===== src/ccv_pkg.sv =====
`timescale 1ns / 1ps
`default_nettype none
// ----------------------------------------------------------------------------
// ccv_pkg
// Shared widths and reset values of the circle collision velocity update.
// ----------------------------------------------------------------------------
package ccv_pkg;
  localparam int CCV_COORD_WIDTH = 32;
  localparam int MASS_W          = 24;
  localparam int REST_W          = 17;
  localparam logic [REST_W-1:0] REST_RESET = 17'h10000;
endpackage
`default_nettype wire


===== src/ccv_in_if.sv =====
`timescale 1ns / 1ps
`default_nettype none
// ----------------------------------------------------------------------------
// ccv_in_if
// Input channel: one collision pair per item, valid/ready handshake.
// ----------------------------------------------------------------------------
interface ccv_in_if #(parameter int CW = ccv_pkg::CCV_COORD_WIDTH);
  import ccv_pkg::*;
  logic                 valid;
  logic                 ready;
  logic [MASS_W-1:0]    mass_a;
  logic [MASS_W-1:0]    mass_b;
  logic signed [CW-1:0] pos_a_x;
  logic signed [CW-1:0] pos_a_y;
  logic signed [CW-1:0] pos_b_x;
  logic signed [CW-1:0] pos_b_y;
  logic signed [CW-1:0] vel_a_x_in;
  logic signed [CW-1:0] vel_a_y_in;
  logic signed [CW-1:0] vel_b_x_in;
  logic signed [CW-1:0] vel_b_y_in;

  modport source (
    output valid, mass_a, mass_b, pos_a_x, pos_a_y, pos_b_x, pos_b_y,
           vel_a_x_in, vel_a_y_in, vel_b_x_in, vel_b_y_in,
    input  ready
  );
  modport sink (
    input  valid, mass_a, mass_b, pos_a_x, pos_a_y, pos_b_x, pos_b_y,
           vel_a_x_in, vel_a_y_in, vel_b_x_in, vel_b_y_in,
    output ready
  );
endinterface
`default_nettype wire


===== src/ccv_front.sv =====
`timescale 1ns / 1ps
`default_nettype none
// ----------------------------------------------------------------------------
// ccv_front
// Accepts pairs, forms relative position and velocity, flags the zero-mass
// case and queues the item for the arithmetic back end.
// ----------------------------------------------------------------------------
module ccv_front #(
  parameter int CW = ccv_pkg::CCV_COORD_WIDTH
) (
  input  logic                          clk,
  input  logic                          rst_n,
  ccv_in_if.sink                        in_ch,
  output logic                          q_valid,
  input  logic                          q_ready,
  output logic [ccv_pkg::MASS_W-1:0]    q_ma,
  output logic [ccv_pkg::MASS_W-1:0]    q_mb,
  output logic signed [CW:0]            q_rx,
  output logic signed [CW:0]            q_ry,
  output logic signed [CW:0]            q_ux,
  output logic signed [CW:0]            q_uy,
  output logic signed [CW-1:0]          q_vax,
  output logic signed [CW-1:0]          q_vay,
  output logic signed [CW-1:0]          q_vbx,
  output logic signed [CW-1:0]          q_vby,
  output logic                          q_nz
);
  import ccv_pkg::*;

  localparam int DW  = CW + 1;
  localparam int QD  = 4;
  localparam int QAW = $clog2(QD);
  localparam int EW  = 2 * MASS_W + 4 * DW + 4 * CW + 1;

  logic [EW-1:0]  ent_r [QD];
  logic [QAW-1:0] wp_r, wp_nxt, rp_r, rp_nxt;
  logic [QAW:0]   cnt_r, cnt_nxt;
  logic           push, pop;
  logic signed [DW-1:0] rx, ry, ux, uy;
  logic           nz;

  assign in_ch.ready = cnt_r != (QAW + 1)'(QD);
  assign push = in_ch.valid && in_ch.ready;
  assign q_valid = cnt_r != '0;
  assign pop  = q_valid && q_ready;

  assign rx = DW'(in_ch.pos_b_x) - DW'(in_ch.pos_a_x);
  assign ry = DW'(in_ch.pos_b_y) - DW'(in_ch.pos_a_y);
  assign ux = DW'(in_ch.vel_b_x_in) - DW'(in_ch.vel_a_x_in);
  assign uy = DW'(in_ch.vel_b_y_in) - DW'(in_ch.vel_a_y_in);
  assign nz = (in_ch.mass_a != '0) || (in_ch.mass_b != '0);

  always_ff @(posedge clk) begin
    if (push) begin
      ent_r[wp_r] <= {in_ch.mass_a, in_ch.mass_b, rx, ry, ux, uy,
                      in_ch.vel_a_x_in, in_ch.vel_a_y_in,
                      in_ch.vel_b_x_in, in_ch.vel_b_y_in, nz};
    end
  end

  assign {q_ma, q_mb, q_rx, q_ry, q_ux, q_uy, q_vax, q_vay, q_vbx, q_vby, q_nz} =
    ent_r[rp_r];

  always_comb begin
    wp_nxt  = push ? wp_r + QAW'(1) : wp_r;
    rp_nxt  = pop ? rp_r + QAW'(1) : rp_r;
    cnt_nxt = cnt_r + (QAW + 1)'(push) - (QAW + 1)'(pop);
  end

  always_ff @(posedge clk) begin
    if (!rst_n) begin
      wp_r  <= '0;
      rp_r  <= '0;
      cnt_r <= '0;
    end else begin
      wp_r  <= wp_nxt;
      rp_r  <= rp_nxt;
      cnt_r <= cnt_nxt;
    end
  end
endmodule
`default_nettype wire


===== src/flat_wrapper.sv =====
// flat-port wrapper written by rule: the top's interface ports become plain ports
module ccv_front_flat import ccv_pkg::*;
#(
  parameter int CW = ccv_pkg::CCV_COORD_WIDTH
)
  (clk, rst_n, q_valid, q_ready, q_ma, q_mb, q_rx, q_ry, q_ux, q_uy, q_vax, q_vay, q_vbx, q_vby, q_nz, in_ch_valid, in_ch_mass_a, in_ch_mass_b, in_ch_pos_a_x, in_ch_pos_a_y, in_ch_pos_b_x, in_ch_pos_b_y, in_ch_vel_a_x_in, in_ch_vel_a_y_in, in_ch_vel_b_x_in, in_ch_vel_b_y_in, in_ch_ready);
  ccv_in_if #(.CW(CW)) in_ch_i ();
  input  logic clk;
  input  logic rst_n;
  output logic q_valid;
  input  logic q_ready;
  output logic [ccv_pkg::MASS_W-1:0] q_ma;
  output logic [ccv_pkg::MASS_W-1:0] q_mb;
  output logic signed [CW:0] q_rx;
  output logic signed [CW:0] q_ry;
  output logic signed [CW:0] q_ux;
  output logic signed [CW:0] q_uy;
  output logic signed [CW-1:0] q_vax;
  output logic signed [CW-1:0] q_vay;
  output logic signed [CW-1:0] q_vbx;
  output logic signed [CW-1:0] q_vby;
  output logic q_nz;
  input wire logic [$bits(in_ch_i.valid)-1:0] in_ch_valid;
  input wire logic [$bits(in_ch_i.mass_a)-1:0] in_ch_mass_a;
  input wire logic [$bits(in_ch_i.mass_b)-1:0] in_ch_mass_b;
  input wire logic [$bits(in_ch_i.pos_a_x)-1:0] in_ch_pos_a_x;
  input wire logic [$bits(in_ch_i.pos_a_y)-1:0] in_ch_pos_a_y;
  input wire logic [$bits(in_ch_i.pos_b_x)-1:0] in_ch_pos_b_x;
  input wire logic [$bits(in_ch_i.pos_b_y)-1:0] in_ch_pos_b_y;
  input wire logic [$bits(in_ch_i.vel_a_x_in)-1:0] in_ch_vel_a_x_in;
  input wire logic [$bits(in_ch_i.vel_a_y_in)-1:0] in_ch_vel_a_y_in;
  input wire logic [$bits(in_ch_i.vel_b_x_in)-1:0] in_ch_vel_b_x_in;
  input wire logic [$bits(in_ch_i.vel_b_y_in)-1:0] in_ch_vel_b_y_in;
  output wire logic [$bits(in_ch_i.ready)-1:0] in_ch_ready;
  assign in_ch_i.valid = in_ch_valid;
  assign in_ch_i.mass_a = in_ch_mass_a;
  assign in_ch_i.mass_b = in_ch_mass_b;
  assign in_ch_i.pos_a_x = in_ch_pos_a_x;
  assign in_ch_i.pos_a_y = in_ch_pos_a_y;
  assign in_ch_i.pos_b_x = in_ch_pos_b_x;
  assign in_ch_i.pos_b_y = in_ch_pos_b_y;
  assign in_ch_i.vel_a_x_in = in_ch_vel_a_x_in;
  assign in_ch_i.vel_a_y_in = in_ch_vel_a_y_in;
  assign in_ch_i.vel_b_x_in = in_ch_vel_b_x_in;
  assign in_ch_i.vel_b_y_in = in_ch_vel_b_y_in;
  assign in_ch_ready = in_ch_i.ready;
  ccv_front #(.CW(CW)) u_core (.clk(clk), .rst_n(rst_n), .in_ch(in_ch_i), .q_valid(q_valid), .q_ready(q_ready), .q_ma(q_ma), .q_mb(q_mb), .q_rx(q_rx), .q_ry(q_ry), .q_ux(q_ux), .q_uy(q_uy), .q_vax(q_vax), .q_vay(q_vay), .q_vbx(q_vbx), .q_vby(q_vby), .q_nz(q_nz));
endmodule

===== config.mk =====
export PLATFORM = sky130hd
export DESIGN_NAME = ccv_front_flat
export DESIGN_NICKNAME = d
export VERILOG_FILES = /design/src/ccv_pkg.sv /design/src/ccv_in_if.sv /design/src/ccv_front.sv /design/src/flat_wrapper.sv
export SDC_FILE = /design/constraint.sdc
export NUM_CORES = 1
export LEC_CHECK = 0
export ABC_CLOCK_PERIOD_IN_PS = 10200
export BUFFER_PORTS_ARGS = -buffer_cell sky130_fd_sc_hd__buf_2
export CAP_MARGIN = 20
export CORE_MARGIN = 2
export CORE_UTILIZATION = 50
export CTS_CLUSTER_SIZE = 20
export DETAILED_ROUTE_END_ITERATION = 6
export PLACE_DENSITY = 0.73
export SETUP_SLACK_MARGIN = 0.02
export SYNTH_ARGS = -nofsm -noshare
export SYNTH_HDL_FRONTEND = slang
export SYNTH_SLANG_ARGS = --single-unit

===== constraint.sdc =====
create_clock -name clk -period 10.2 [get_ports clk]
set_clock_uncertainty 0.05 [all_clocks]
set_input_delay 2.04 -clock clk [delete_from_list [all_inputs] [get_ports clk]]
set_output_delay 2.04 -clock clk [all_outputs]
set_load 0.02 [all_outputs]

==> run metrics <==
Worst setup SP type=flip-flop; CTS tree=built; Max Cap Viol=0; WL/cell=24.0 µm; WHS Path Cells=2; sequential share of the synthesized area=72.2%; 1st-iter DRT viols=2411; Max Slew Vio Count=0; reg2reg end=u_core.ent_r[3][94]; post-detailed-routing wire length=116000 µm; chip width=325 µm; num ports=619; row cnt=117; vias in the first global route=28197; layout cells sized above 1=32.9%; RSZ-0062 raised after global routing=false; register-to-register setup slack=7240 ps; Post-synth EDFFs=1236; first-pass GRT wire length=176000 µm; Root Driver=clkbuf_16; highest clock rate=0.183 GHz; Hold/Removal Path Class=flip-flop to flip-flop; nets=3824; clk buf depth=3; Setup TNS Final=0 ps; leak pwr=21.5 nW; Primary FF master, synth=edfxtp_1; Final Util=59.4%; Critical Path RT=8110 ps; final hold vios=0; Power, Total=15.3 mW; Max VDD drop=175 µV; Max-slew headroom=25.1%; GP Congestion=0.886; Detailed Place HPWL=76000 µm; Clk Latency, worst-skew pair=720 ps; reg2reg path depth=5; setup ws final=4730 ps; crit path max fanout=102; 1st-pass router iterations=7; outcome=finished with violations; total track usage=21.9%; period utilisation layout=53.6%; post-route insts no fill=4848; Setup WS pre-CTS=4320 ps; setup violators final=0; #FFs+latches synth=1245; Syn Nets=3135; largest net degree at the start of global routing=145; total number of yosys warnings=0; Power Density=252 nW/µm²; Initial Util=50.6%; clock edge transition at the registers on the reported setup and hold paths=60 ps; vias per inst=5.67; Synth-to-Final Area Change=17.4%; Port Buffer Count=618; Core ar.=102000 µm²; Worst Hold Launch=u_core.rp_r[1]; Placed Instances=4611; violated checks=design-rule violations; Final ANT Viol Nets=0; H-tree depth=4; Via Count=27497; RR Startpoint=u_core.cnt_r[1]; antenna violations before repair=16; Netlist cell types=67; measured slew at the worst slew-check pin=1120 ps; grt total ovfl=0; Die H=325 µm; mapped cell area=51600 µm²; cts hold-fix bufs=0; Post-CTS Setup Inserts=0; die area=106000 µm²; CP endpoint kind=output port; min cycle time layout=5470 ps; CTS Buf Count=132; Synth async-reset ratio=0%; cts repair resizes=0; average size of a mapped cell=19.2 µm²; DR DRC count=2; Clock Sinks=1245; WP data arrival=3380 ps; Gate Count Post-Synth=2688; critical path class=flip-flop to output port
-- cells in the mapped netlist, types with 11 or more instances --
cell type,instances,area [µm²]
nor2_1,75,282
o21ai_0,52,260
clkbuf_1,48,180
a21oi_1,111,556
buf_1,31,116
and2_1,14,87.6
inv_1,175,657
nand2_1,56,210
o21bai_1,18,135
nor4_1,13,81.3
edfxtp_1,1236,37100
ha_1,134,1680
o21a_1,21,158
xnor2_1,72,631
a21o_1,52,390
xor2_1,37,324
nor2b_1,20,125
a31oi_1,11,68.8
and3_1,14,87.6
nand2b_1,18,113
mux4_2,309,6960
nor3_1,16,80.1
nand3_1,22,110
nand4_1,16,100
-- critical path: stages (launching register included) --
cell	delay [ps]
dfxtp_4	920
buf_12	610
mux4_2	660
buf_2	190
-- logic make-up after synthesis --
logic type / Yosys count / synth area share (%)
XOR/XNOR: 109 / 1.85
multiplexers: 310 / 13.5
flip-flops: 1245 / 72.2
AO/OA/AOI/OAI: 344 / 4.34
buffers and inverters: 254 / 1.85
adder cells (fa/ha/maj): 139 / 3.44
AND/OR/NAND/NOR: 287 / 2.78
-- routing by layer --
metal | GRT usage [%] | part of all wire [%] | vias to the layer above
li1 | - | - | 12284
met1 | 28.3 | 40 | 14084
met2 | 37.0 | 51 | 921
met3 | 5.23 | 6.7 | 196
met4 | 6.95 | 2.7 | 12
met5 | 0 | 0.073 | -
-- power by group --
group / total (mW) / internal, mW / switching (mW) / leakage [nW]
clock network: 4.60 / 2.66 / 1.94 / 2.00
logic: 4.09 / 1.56 / 2.53 / 8.08
registers: 6.56 / 6.39 / 0.176 / 11.4
total: 15.3 / 10.6 / 4.65 / 21.5
-- placed cells by master (no fill, tap or decap), drive strengths merged, types with 16 or more instances in the layout --
| master | n |
|---|---|
| clkinv | 37 |
| edfxtp | 1236 |
| nand3 | 22 |
| a21o | 52 |
| clkbuf | 165 |
| o21a | 21 |
| inv | 183 |
| xor2 | 37 |
| a21oi | 111 |
| nand2b | 18 |
| xnor2 | 72 |
| nand2 | 56 |
| nor2b | 20 |
| o21ai | 56 |
| buf | 634 |
| nand4 | 16 |
| nor2 | 75 |
| ha | 134 |
| mux4 | 309 |
| o21bai | 18 |
| nor3 | 16 |
-- flip-flops by register name, indices dropped and copies added (netlist names), named ones only --
signal and cells:
u_core.cnt_r 3, u_core.wp_r 2, u_core.ent_r 1236, u_core.rp_r 2
-- through the flow --
stage	area, µm²	hold slack, ps
after floorplan	51600	500
after global placement	56400	512
after detailed placement	56400	525
after CTS	60600	545
after global routing	60600	571
final	60600	545
-- cell type report --
class                   instances  area, µm²
diodes                         11       27.5
clock buffers                 165       3470
clock inverters                61        701
fillers                      7488      41400
inverters                     175        657
multi-input cells            1189      13400
flip-flops and latches       1245      37300
well taps                    1368       1710
repair buffers                634       3360
-- worst max-delay path by stage --
stage	depth (start not counted)	start	end
floorplan	1	in_ch_valid	u_core.ent_r[0][0]
global route	3	flip-flop	q_ux[0]
global placement	13	in_ch_vel_b_y_in[0]	u_core.ent_r[0][161]
finish	3	flip-flop	q_rx[23]
detailed placement	13	in_ch_vel_b_y_in[0]	u_core.ent_r[0][161]
CTS	3	flip-flop	q_vbx[20]
Power figures use the tool's default switching activity.
